File: src/sv/obpt_pkg.sv
// Shared constants, types and codes for the order book price-time table.
`default_nettype none
package obpt_pkg;

    localparam int DEPTH      = 64;
    localparam int PRICE_BITS = 32;
    localparam int ID_W       = 64;
    localparam int QTY_W      = 31;
    localparam int IDX_W      = (DEPTH > 1) ? $clog2(DEPTH) : 1;
    localparam int LEAVES     = 1 << IDX_W;
    localparam int LEVELS     = IDX_W;
    localparam int LIVE_W     = $clog2(DEPTH + 1);
    localparam int WAIT_W     = $clog2(LEVELS + 1);

    localparam logic [1:0] ACT_ADD    = 2'd0;
    localparam logic [1:0] ACT_REMOVE = 2'd1;
    localparam logic [1:0] ACT_QUERY  = 2'd2;

    typedef enum logic [2:0] {
        ST_OK        = 3'd0,
        ST_NEG_QTY   = 3'd1,
        ST_FULL      = 3'd2,
        ST_DUP_ID    = 3'd3,
        ST_NOT_FOUND = 3'd4,
        ST_NO_MATCH  = 3'd5
    } status_t;

    typedef struct packed {
        logic                  valid;
        logic                  side;
        logic [PRICE_BITS-1:0] price;
        logic [QTY_W-1:0]      qty;
        logic [ID_W-1:0]       id;
    } slot_t;

    typedef struct packed {
        logic [ID_W-1:0]       id;
        logic                  side;
        logic [PRICE_BITS-1:0] price;
    } query_t;

    typedef struct packed {
        logic load;
        logic shift;
    } cell_ctl_t;

    typedef struct packed {
        logic                  valid;
        logic [PRICE_BITS-1:0] price;
        logic [IDX_W-1:0]      idx;
    } node_t;

    typedef struct packed {
        status_t          status;
        logic             match_found;
        logic [ID_W-1:0]  match_id;
        logic [31:0]      match_price;
        logic [QTY_W-1:0] match_quantity;
    } res_t;

endpackage
`default_nettype wire

File: src/sv/obpt_cell.sv
// One book slot: holds an order, compares it against the query, shifts down on remove.
`default_nettype none
module obpt_cell
    import obpt_pkg::*;
(
    input  logic      clk,
    input  logic      rst_n,
    input  query_t    query,
    input  cell_ctl_t ctl,
    input  slot_t     load_data,
    input  slot_t     nbr,
    output slot_t     slot,
    output logic      id_hit,
    output logic      elig
);

    logic                  valid_reg;
    logic                  side_reg;
    logic [PRICE_BITS-1:0] price_reg;
    logic [QTY_W-1:0]      qty_reg;
    logic [ID_W-1:0]       id_reg;
    logic                  id_hit_reg;
    logic                  elig_reg;
    logic                  in_limit;

    always_ff @(posedge clk or negedge rst_n)
    begin
        if (!rst_n)
        begin
            valid_reg <= 1'b0;
        end
        else if (ctl.shift)
        begin
            valid_reg <= nbr.valid;
        end
        else if (ctl.load)
        begin
            valid_reg <= 1'b1;
        end
    end

    always_ff @(posedge clk)
    begin
        if (ctl.shift)
        begin
            side_reg  <= nbr.side;
            price_reg <= nbr.price;
            qty_reg   <= nbr.qty;
            id_reg    <= nbr.id;
        end
        else if (ctl.load)
        begin
            side_reg  <= load_data.side;
            price_reg <= load_data.price;
            qty_reg   <= load_data.qty;
            id_reg    <= load_data.id;
        end
    end

    // buy query takes sells at or below the limit, sell query takes buys at or above it
    assign in_limit = query.side ? (price_reg >= query.price) : (price_reg <= query.price);

    always_ff @(posedge clk or negedge rst_n)
    begin
        if (!rst_n)
        begin
            id_hit_reg <= 1'b0;
            elig_reg   <= 1'b0;
        end
        else
        begin
            id_hit_reg <= valid_reg && (id_reg == query.id);
            elig_reg   <= valid_reg && (side_reg != query.side) && in_limit;
        end
    end

    assign slot   = '{valid: valid_reg, side: side_reg, price: price_reg,
                      qty: qty_reg, id: id_reg};
    assign id_hit = id_hit_reg;
    assign elig   = elig_reg;

endmodule
`default_nettype wire

File: config.mk
export PLATFORM = sky130hd
export DESIGN_NAME = obpt_cell
export DESIGN_NICKNAME = d
export VERILOG_FILES = /design/src/sv/obpt_pkg.sv /design/src/sv/obpt_cell.sv
export SDC_FILE = /design/constraint.sdc
export NUM_CORES = 1
export LEC_CHECK = 0
export ABC_AREA = 1
export BUFFER_PORTS_ARGS = -buffer_cell sky130_fd_sc_hd__clkbuf_2
export CAP_MARGIN = 20
export CORE_AREA = 2 2 190 192
export CTS_CLUSTER_SIZE = 28
export DETAILED_ROUTE_END_ITERATION = 7
export DIE_AREA = 0 0 192 194
export PLACE_DENSITY = 0.46
export REMOVE_ABC_BUFFERS = 1
export SYNTH_ARGS = -nofsm -noshare
export SYNTH_HDL_FRONTEND = slang
export SYNTH_SLANG_ARGS = --single-unit
File: constraint.sdc
create_clock -name clk -period 1.7 [get_ports clk]
set_input_delay 0.255 -clock clk [delete_from_list [all_inputs] [get_ports clk]]
set_output_delay 0.255 -clock clk [all_outputs]
set_load 0.05 [all_outputs]
# ---- Yosys cells after proc, flatten, opt, wreduce, memory -nomap -nowiden
# Index checks and enable logic that the tools add are counted.
dict set report classes {
  eq_ne 2
  n_mux 11
  n_reduce_logical 4
  order_cmp 2
}
# cell n
set op_table {}
lappend op_table {{64-bit 2-to-1 mux} 2}
lappend op_table {{64-bit == test} 1}
lappend op_table {{32-bit 2-to-1 mux} 2}
lappend op_table {{31-bit 2-to-1 mux} 2}
lappend op_table {{32-bit >= comparator} 1}
lappend op_table {{32-bit less-or-equal comparator} 1}
lappend op_table {{1-bit 2-to-1 mux} 5}
lappend op_table {{1-bit logical AND} 3}
lappend op_table {{2-bit nonzero test} 1}
lappend op_table {{1-bit != test} 1}
dict set report totals {
  regBits 131
  elab_cells 26
  output_inout_bits 131
  input_bits 359
}

# ---- Depth between registers and ports, before layout
# Gate-level depths: netlist of run 1.
dict set report logic_depth {
  depth_word 3
  ltp_mapped 16
  mapped_depth_nobuf 16
}

# ---- Worst setup path after synthesis of run 1
# OpenSTA, ideal clock, no wires.
dict set report synth_path {
  kind {input to register}
  from {in ctl[1] in the netlist's numbering}
  to {reg id_reg[0] (enable)}
  arrival_ns 3.089
  required_time_ns 1.202
  path_stages 1
  n_path_buf 0
  setup_time_ns 0.498
  slack_ns -1.886
  cell_sequence {or2_1}
}
dict set report synth_via {
  elab_chain_len 1
}
# item line
set synth_lines {}
lappend synth_lines {{start: declaration} obpt_cell.sv:9} ;# input cell_ctl_t ctl,
lappend synth_lines {{2-bit nonzero test (no line)} --}
lappend synth_lines {{end signal: assignment} obpt_cell.sv:49} ;# id_reg <= nbr.id;
lappend synth_lines {{end signal: assignment} obpt_cell.sv:56} ;# id_reg <= load_data.id;
lappend synth_lines {{end: declaration} obpt_cell.sv:21} ;# logic [ID_W-1:0] id_reg;
# Every way passes these cells.
# A chain may end at the register's enable or synchronous reset.

# ---- Worst setup path in the final report of run 1
dict set report layout_path {
  from {reg price_reg[17]}
  to {reg elig_reg, in the netlist elig}
}
dict set report layout_via {
  elab_chain_len 3
  elab_cells_between_ends 4
  classes_between {order compare: 2; mux: 1; reduce/logical: 1}
}
# item line
set layout_lines {}
lappend layout_lines {{start: declaration} obpt_cell.sv:19} ;# logic [PRICE_BITS-1:0] price_reg;
lappend layout_lines {{start signal: assignment} obpt_cell.sv:47} ;# price_reg <= nbr.price;
lappend layout_lines {{start signal: assignment} obpt_cell.sv:54} ;# price_reg <= load_data.price;
lappend layout_lines {{32-bit less-or-equal comparator or 32-bit >= comparator (tied branches)} obpt_cell.sv:61} ;# assign in_limit = query.side ? (price_reg >= query.price) : (price_reg <= query.price);
lappend layout_lines {{1-bit 2-to-1 mux (*)} obpt_cell.sv:61}
lappend layout_lines {{1-bit logical AND (*)} obpt_cell.sv:73} ;# elig_reg <= valid_reg && (side_reg != query.side) && in_limit;
lappend layout_lines {{end signal: assignment} obpt_cell.sv:73}
lappend layout_lines {{end: declaration} obpt_cell.sv:23} ;# logic elig_reg;
# Every way passes the cells marked *; elsewhere a longest branch is shown, timed or not.

==> results.yml, run 1 <==
routing:
  drt_iter0_drc: 255
  num_vias: 7505
  drc: 0
  totalWireLength_microns: 27800
  dr.pass1.iters: 5
  vias_per_cell: 4.03
  avgRoutedWirePerCell_microns: 15.0
  antenna_left: 0
sta:
  period_minus_slack_ns: 1.62
  hold_viol_final: 0
  tns_ns: 0
  rsz0062_at_grt: "true"
  fin_skew_ns: 0.00816
  slew_viol_final: 0
  finalCritPeriodShare: 0.953
  worst_pin_slew_ns: 0.630
  hold_ws_ns: 0.0522
  setup_violations: 0
  relSlewSlack: 0.580
  fmax_mhz: 617
placed_design:
  dp_hpwl_microns: 23500
  gp_congestion: 0.836
  io_buffers: 488
cts:
  htreeDepth: 4
  clock-sinks: 131
  cts_buffer_depth: 2
  root_buffer: "clkbuf_16"
  cts_tree: "built"
  cts.clk_slew.worst_paths_ns: 0.06
  clk_latency_ns: 0.43
  tritoncts.num_buffers: 17
global_route:
  grt_max_degree: 71
  grt_pass1_vias: 7455
  grt_overflow: 0
  grt_pass1_wl_microns: 41100
  antenna_found_initial: 0
  grtUsageTotal: 0.148
run_status:
  status: "complete, no violations"
die:
  start_util: 0.208
  fp.coreArea_sq_um: 35200
  ioPinCount: 490
  chipWidth_microns: 192
  die-area_sq_um: 37200
  row_count: 69
  die_y_microns: 194
pwr:
  power_density_nw_per_um2: 986
  power.leakage_uw: 0.00613
  ir_drop_mv: 0.697
  finalPower_uw: 11100
setup_path:
  cp_num_buf_inv: 1
  path_cells: "ha_1 > nand2_1 > nand2_1 > nand2_1 > nand2_1 > nand2_1 > nand2_1 > a21oi_1 > buf_4 > nand4_1 > nand2_1 > nor2_1"
  cp_top_family: "simple AND/OR/NAND/NOR gates"
  timing.rr.end: "elig"
  reg2regPathDepth: 12
  endpoint_kind: "flip-flop"
  path_max_fanout: 2
  r2r_start: "price_reg[17]"
  crit_type: "flip-flop to flip-flop"
  crit_path_top_delay_cell: "edfxtp_1"
  startpoint_type: "flip-flop"
  critPathArrivalTime_ns: 1.93
  required_ns: 2.01
  r2r_slack_ns: 0.08
  path_common_cell: "nand2_1"
  crit_path_max_incr_delay_ns: 0.40
cells_and_area:
  final_core_util: 0.320
  multi_input_area_sq_um: 3050
  regArea_sq_um: 3920
  n_antenna_cell: 0
  drive_above_1_share: 0.409
  area_growth_pct: 53.7
  finish.net_count: 1779
  fill_cells: 3845
  largest_reg_flops: 64
worst_hold_path:
  holdPathEnd: "valid_reg"
  holdPathStages: 3
  worstHoldPathType: "input pin to flip-flop"
  min_from: "nbr[128]"
synthesis:
  ys_warn_count: 0
  synth.largest_area_cell: "edfxtp_1"
  ys_seq_area_frac: 0.534
  syn_inst: 879
  synth_top_cell_area_share: 0.524
  ys_top_cells_by_area: "edfxtp_1 (52%), nand2_1 (24%), ha_1 (5.5%)"
  ys_types: 30
  synth-seq-cells: 131
  avgSynthCellArea_sq_um: 8.34
  syn_area_sq_um: 7330
run:
  drv_cap: 0
per-layer routing:
layer / GRT usage / vias up / part of all wire
met3: 0.0472 / 35 / 0.081
met1: 0.171 / 3322 / 0.41
li1: - / 3839 / -
met4: 0.0495 / 0 / 0.021
met5: 0 / - / 0
met2: 0.257 / 309 / 0.49
cell usage in the layout, fill, tap and decap left out, types with 4 or more instances in the layout:
master	netlist	final
a21oi_1	16	15
a22o_1	10	10
buf_12	0	10
buf_4	2	22
clkbuf_16	0	17
clkbuf_2	0	487
clkinv_2	0	4
edfxtp_1	128	128
ha_1	32	27
ha_4	0	5
inv_1	86	85
inv_2	4	4
nand2_1	462	459
nand4_1	6	6
nor2_1	34	29
o21ai_0	10	9
o21ai_1	7	7
o22ai_1	16	16
or2_1	5	4
xnor2_1	10	9
xor2_1	4	4
tightest hold or removal path, cell delays in order:
cell	delay (ns)
clkbuf_2	0.08
o21ai_1	0.05
o21ai_1	0.06
per-stage QoR:
step	area (sq um)	setup WS (ns)	cells
6_report	11300	0.0802	1860
5_1_grt	11300	-0.0476	1860
4_1_cts	11100	0.00528	1855
3_5_place_dp	10500	-0.0745	1824
3_3_place_gp	10500	-0.0663	1824
2_1_floorplan	7190	-1.89	849
final cells by class:
cell class,instances,share of cell area
clock buffers,18,0.0381
clock inverters,12,0.0125
inverters,90,0.0302
multi-input cells,628,0.271
flip-flops and latches,131,0.348
well taps,461,0.0512
repair buffers,520,0.250
how the worst max path moves through the flow:
stage,start,to,slack (ns),cells after the start
4_1_cts,price_reg[31],elig,0.005,11
3_3_place_gp,id_reg[48],id_hit,-0.07,6
3_5_place_dp,id_reg[48],id_hit,-0.07,6
5_1_grt,price_reg[21],elig,-0.05,10
6_report,price_reg[17],elig,0.08,12
2_1_floorplan,ctl[1],id_reg[0],-1.89,1
power by group:
part | switching (uW) | internal (uW) | total, uW
combinational | 2220 | 984 | 3200
clock | 1450 | 2270 | 3720
sequential | 227 | 3970 | 4200
synth_stat cells:
cell,instances
nand2_1,462
edfxtp_1,128
inv_1,86
nor2_1,34
ha_1,32
a21oi_1,16
buf_2,16
o22ai_1,16
a22o_1,10
clkbuf_1,10
o21ai_0,10
xnor2_1,10
o21ai_1,7
nand4_1,6
or2_1,5
inv_2,4
xor2_1,4
dfrtp_1,3
nor4_1,3
a221oi_1,2
a221oi_2,2
buf_1,2
buf_4,2
nand3_1,2
o21a_1,2
a21o_1,1
nand3_2,1
nand3b_1,1
nor3_1,1
o2111ai_1,1
kinds of logic (layout without fill, tap and decap cells):
logic type | after synthesis | in the layout | share of synthesized area
buffers and inverters | 120 | 640 | 0.0652
adder cells (fa/ha/maj) | 32 | 32 | 0.0546
XOR/XNOR | 14 | 14 | 0.0167
flip-flops | 131 | 131 | 0.534
AO/OA/AOI/OAI | 67 | 67 | 0.0589
AND/OR/NAND/NOR | 515 | 515 | 0.270
what timing repair did:
action / CTS / global route
gates resized for setup: 5 / 16
hold buffers: 1 / 0
endpoints found under the setup margin: 2 / 2
pin swaps: 0 / 10
gates cloned: 0 / 0
endpoints found under the hold margin: 3 / 0
setup buffers: 0 / 6
(Power assumes the default switching activity.)
==> inputs of run 2 (changes only) <==
==> constraint.sdc (replaced) <==
create_clock -name clk -period 1.5 [get_ports clk]
set_input_delay 0.225 -clock clk [delete_from_list [all_inputs] [get_ports clk]]
set_output_delay 0.225 -clock clk [all_outputs]
set_load 0.05 [all_outputs]
==> results.yml, run 2 (same netlist as run 1, synthesis figures left out) <==
routing:
  avgRoutedWirePerCell_microns: 15.0
  drt_iter0_drc: 255
  antenna_left: 0
  num_vias: 7560
  dr.pass1.iters: 4
  vias_per_cell: 4.01
  totalWireLength_microns: 28300
  drc: 0
run_status:
  status: "finished, violations left"
  violations: "negative setup slack"
die:
  chipWidth_microns: 192
  ioPinCount: 490
  fp.coreArea_sq_um: 35200
  die_y_microns: 194
  die-area_sq_um: 37200
  row_count: 69
  start_util: 0.208
global_route:
  grtUsageTotal: 0.148
  grt_pass1_vias: 7510
  grt_pass1_wl_microns: 41200
  grt_overflow: 0
  grt_max_degree: 58
  antenna_found_initial: 0
setup_path:
  crit_path_max_incr_delay_ns: 0.44
  required_ns: 1.81
  path_cells: "ha_4 > nand2_1 > nor2_2 > nand2_2 > inv_2 > a21oi_2 > buf_4 > nand2_1 > nand3_1 > nand2_1 > nor2_1"
  path_common_cell: "nand2_1"
  reg2regPathDepth: 11
  crit_path_top_delay_cell: "edfxtp_1"
  path_max_fanout: 2
  timing.rr.end: "elig"
  r2r_start: "price_reg[27]"
  endpoint_kind: "flip-flop"
  startpoint_type: "flip-flop"
  r2r_slack_ns: -0.12
  crit_type: "flip-flop to flip-flop"
  critPathArrivalTime_ns: 1.93
placed_design:
  dp_hpwl_microns: 23800
  place_ws_ns: -0.213
  io_buffers: 488
  postPlaceCellArea_sq_um: 10700
  gp_congestion: 0.847
cts:
  cts.clk_slew.worst_paths_ns: 0.07
  tritoncts.num_buffers: 17
  htreeDepth: 4
  root_buffer: "clkbuf_16"
  cts_tree: "built"
  clock-sinks: 131
  clk_latency_ns: 0.44
  cts_buffer_depth: 2
worst_hold_path:
  worstHoldPathType: "input pin to flip-flop"
  holdPathStages: 3
  min_from: "nbr[128]"
  holdPathEnd: "valid_reg"
cells_and_area:
  largest_reg_flops: 64
  finish.net_count: 1802
  layout_common_cells: "clkbuf_2 (473), nand2_1 (455), edfxtp_1 (128), inv_1 (83), buf_4 (51)"
  final_common_cell: "clkbuf_2"
  final_core_util: 0.331
  area_growth_pct: 58.8
  fill_cells: 3830
  drive_above_1_share: 0.435
  n_antenna_cell: 0
  stdcell_area_sq_um: 11600
sta:
  finalCritPeriodShare: 1.08
  setup_violations: 3
  layout_setup_ws_ns: -0.118
  tns_ns: -0.153
  relSlewSlack: 0.622
  fin_skew_ns: 0.0115
  hold_viol_final: 0
  fmax_mhz: 618
  worst_pin_slew_ns: 0.567
  slew_viol_final: 0
  period_minus_slack_ns: 1.62
  rsz0062_at_grt: "true"
run:
  drv_cap: 0
pwr:
  power.leakage_uw: 0.00629
  ir_drop_mv: 0.752
  power_density_nw_per_um2: 1130
[run 2: cell types whose count changed in the layout (fill, tap and decap cells not counted), sizes merged]
| cell | previous run | this run |
|---|---|---|
| buf | 32 | 66 |
| clkbuf | 505 | 493 |
| inv | 90 | 92 |
| bufinv | 3 | 4 |
| clkinv | 7 | 8 |
| clkinvlp | 2 | 1 |
[run 2: per-layer routing]
metal,wire [microns],global-route usage,share of wire,up-vias
li1,-,-,-,3890
met1,11400,0.172,0.40,3342
met2,13900,0.255,0.49,297
met3,2330,0.0500,0.083,31
met4,631,0.0492,0.022,0
met5,0,0,0,-
[run 2: worst max path at each step]
stage                           end  slack [ns]          start  depth (start not counted)
after floorplan           id_reg[0]       -2.06         ctl[1]                          1
after global placement       id_hit       -0.20     id_reg[14]                          7
after detailed placement       elig       -0.21  price_reg[22]                         10
after CTS                      elig       -0.15  price_reg[21]                         10
after global routing           elig       -0.21  price_reg[27]                         11
final                          elig       -0.12  price_reg[27]                         11
[run 2: what timing repair did]
item	in CTS	in global routing
hold endpoints to repair	3	0
setup buffers	1	6
hold buffers	1	0
pin swaps	8	23
gates resized for setup	17	53
setup endpoints to repair	6	6
[run 2: worst max-delay path, delay by kind of cell, from the launching register on]
kind                       cells  cell delay, ns
and+or+nand+nor                7            0.51
adders and majority gates      1            0.30
AOI/OAI and AO/OA              1            0.05
DFF                            1            0.44
buffers and inverters          2            0.19
[run 2: report_power, final]
part | switching, uW | leakage, uW | internal, uW
sequential | 250 | 0.00136 | 4500
combinational | 2580 | 0.00463 | 1270
clock | 1740 | 0.000309 | 2800
[run 2: through the flow]
| stage | hold WS, ns | cells | power (uW) |
|---|---|---|---|
| after floorplan | -0.0706 | 849 | 7030 |
| after global placement | 0.0438 | 1846 | 8510 |
| after detailed placement | 0.0443 | 1846 | 8530 |
| after CTS | 0.00109 | 1880 | 13200 |
| after global routing | 0.0184 | 1885 | 13800 |
| final | 0.0361 | 1885 | 13100 |
[run 2: layout make-up]
class | count | area, sq um | share of cell area
clock buffer | 17 | 425 | 0.0365
clock inverter | 15 | 206 | 0.0177
inverter | 90 | 340 | 0.0292
multi-input combinational | 628 | 3160 | 0.271
sequential | 131 | 3920 | 0.336
tap | 461 | 577 | 0.0495
timing repair buffer | 543 | 3020 | 0.259
==> inputs of run 3 (changes only) <==
==> config.mk (replaced) <==
export PLATFORM = sky130hd
export DESIGN_NAME = obpt_cell
export DESIGN_NICKNAME = d
export VERILOG_FILES = /design/src/sv/obpt_pkg.sv /design/src/sv/obpt_cell.sv
export SDC_FILE = /design/constraint.sdc
export NUM_CORES = 1
export LEC_CHECK = 0
export ABC_AREA = 0
export BUFFER_PORTS_ARGS = -buffer_cell sky130_fd_sc_hd__clkbuf_2
export CAP_MARGIN = 20
export CORE_AREA = 2 2 193 195
export CTS_CLUSTER_SIZE = 28
export DETAILED_ROUTE_END_ITERATION = 7
export DIE_AREA = 0 0 195 197
export PLACE_DENSITY = 0.44
export REMOVE_ABC_BUFFERS = 1
export SLEW_MARGIN = 0
export SYNTH_ARGS = -nofsm -noshare
export SYNTH_HDL_FRONTEND = slang
export SYNTH_SLANG_ARGS = --single-unit
==> results.yml, run 3 <==
synthesis:
  synth_ff_type: "edfxtp_1"
  syn_area_sq_um: 7010
  synth_edf_count: 128
  synth_common_cells: "edfxtp_1 (128), mux2_2 (100), xnor2_1 (54), inv_1 (41), ha_1 (32)"
  synth-seq-cells: 131
  ys_top_cells_by_area: "edfxtp_1 (55%), mux2_2 (16%), xnor2_1 (6.7%)"
  ys_seq_area_frac: 0.559
  async_reset_ff_frac: 0.0229
  avgSynthCellArea_sq_um: 14.2
  ys_types: 36
  yosysMostFrequentCell: "edfxtp_1"
  synth_top_cell_area_share: 0.548
  syn_inst: 494
  synth.largest_area_cell: "edfxtp_1"
  ys_warn_count: 0
placed_design:
  dp_hpwl_microns: 22400
  io_buffers: 488
  gp_congestion: 0.753
  postPlaceCellArea_sq_um: 10800
cells_and_area:
  largest_reg_flops: 64
  final_common_cell: "clkbuf_2"
  drive_above_1_share: 0.669
  stdcell_area_sq_um: 11600
  n_antenna_cell: 0
  finish.net_count: 1486
  layout_common_cells: "clkbuf_2 (445), edfxtp_1 (128), buf_4 (108), mux2_2 (100), xnor2_1 (54)"
  area_growth_pct: 65.6
global_route:
  grt_overflow: 0
  met3_usage: 0.0507
  grt.busiest_layer: "met2"
  grtUsageTotal: 0.136
  grt_pass1_wl_microns: 38400
  antenna_found_initial: 3
  grtUsageMet1: 0.143
  grt_max_degree: 54
  grt_pass1_vias: 6634
  use_met2: 0.258
sta:
  fin_skew_ns: 0.00729
  period_minus_slack_ns: 2.14
  relSlewSlack: 0.756
  layout_setup_ws_ns: -0.644
  hold_viol_final: 0
  setup_violations: 2
  finalCritPeriodShare: 1.43
  slew_viol_final: 0
  fmax_mhz: 466
  hold_ws_ns: 0.0670
  rsz0062_at_grt: "true"
  worst_pin_slew_ns: 0.364
worst_hold_path:
  worstHoldPathType: "input pin to flip-flop"
  min_from: "nbr[128]"
  holdPathEnd: "valid_reg"
  holdPathStages: 3
die:
  row_count: 70
  ioPinCount: 490
  chipWidth_microns: 195
  die-area_sq_um: 38400
  start_util: 0.193
  die_y_microns: 197
  fp.coreArea_sq_um: 36300
routing:
  dr.pass1.iters: 4
  drc: 0
  antenna_left: 0
  avgRoutedWirePerCell_microns: 16.8
  drt_iter0_drc: 133
  num_vias: 6162
  vias_per_cell: 3.91
  totalWireLength_microns: 26500
run_status:
  violations: "negative setup slack"
  status: "finished, violations left"
setup_path:
  crit_type: "flip-flop to flip-flop"
  startpoint_type: "flip-flop"
  r2r_slack_ns: -0.64
  startpoint: "price_reg[7]"
  critPathArrivalTime_ns: 2.46
  reg2regPathDepth: 7
  endpoint_kind: "flip-flop"
  timing.rr.end: "elig"
  required_ns: 1.82
  r2r_start: "price_reg[7]"
  path_max_fanout: 2
cts:
  htreeDepth: 4
  clock-sinks: 131
  root_buffer: "clkbuf_16"
  cts_tree: "built"
  cts.clk_slew.worst_paths_ns: 0.06
  clk_latency_ns: 0.43
  tritoncts.num_buffers: 17
  cts_buffer_depth: 2
pwr:
  power_density_nw_per_um2: 1110
  power.leakage_uw: 0.00545
  ir_drop_mv: 0.764
run:
  drv_cap: 0
==> run 3: changes by cell type after synthesis, sizes merged, moves of 8 or more <==
cell,previous run,this run
mux2,0,128
a22o,10,1
inv,90,41
clkbuf,10,2
o22ai,16,2
nor2,34,5
nand4,6,21
o21ai,17,5
nand2,462,10
xnor2,10,54
==> run 3: logic make-up (layout without fill, tap and decap cells) <==
kind of cell    after synthesis  in the layout  share of synthesized area
flops                       131            131                      0.559
mux                         128            128                      0.206
simple gates                 52             52                     0.0405
buf+inv                      58            672                     0.0325
fa+ha+maj                    32             32                     0.0571
compound gates               37             37                     0.0355
xor+xnor                     56             56                     0.0699
==> run 3: worst max path at each step <==
stage                endpoint  depth (start not counted)
global route             elig                          7
finish                   elig                          7
CTS                      elig                          7
detailed placement       elig                          7
global placement       id_hit                          6
floorplan           id_reg[0]                          1
==> run 3: per-layer routing <==
| layer | vias to the layer above | wire, microns |
|---|---|---|
| met1 | 2800 | 9880 |
| met4 | 2 | 221 |
| li1 | 3063 | - |
| met2 | 286 | 14100 |
| met5 | - | 13 |
| met3 | 11 | 2290 |
==> run 3: power by group <==
part           switching [uW]  leakage (uW)  internal, uW
Sequential                227       0.00134          4500
Combinational            2400       0.00383          1530
Clock                    1740      0.000277          2440
Total                    4370       0.00545          8460
==> run 3: what timing repair did <==
| action | CTS | global route |
|---|---|---|
| setup buffers | 1 | 6 |
| pin swaps | 3 | 7 |
| hold buffers | 2 | 0 |
| resized for setup | 26 | 40 |
| endpoints found under the hold margin | 4 | 0 |
| endpoints found under the setup margin | 14 | 32 |
==> run 3: critical path: stages, from the launching register on <==
cell	delay, ns
edfxtp_1	0.40
ha_1	0.31
a21oi_1	0.16
o21ai_1	0.09
a221o_1	0.29
a211o_1	0.27
a22o_1	0.19
a221o_1	0.33
==> run 3: stage by stage <==
stage	utilization	TNS, ns	cells	setup slack, ns	power, uW
after floorplan	-	-260.32	477	-2.03	6990
after global placement	0.298	-1.37	1537	-0.712	8670
after detailed placement	0.298	-1.33	1537	-0.681	8680
after CTS	0.318	-0.916	1571	-0.653	13000
after global routing	0.320	-1.18	1576	-0.719	13400
final	0.320	-0.939	1576	-0.644	12800
==> run 3: area by class of cell <==
cell class                      instances  area (sq um)
Clock inverter                         14           139
Clock buffer                           18           429
Multi-Input combinational cell        305          2970
Sequential cell                       131          3920
Inverter                               41           154
Fill cell                            3782         24700
Tap cell                              468           586
Timing Repair Buffer                  599          3410
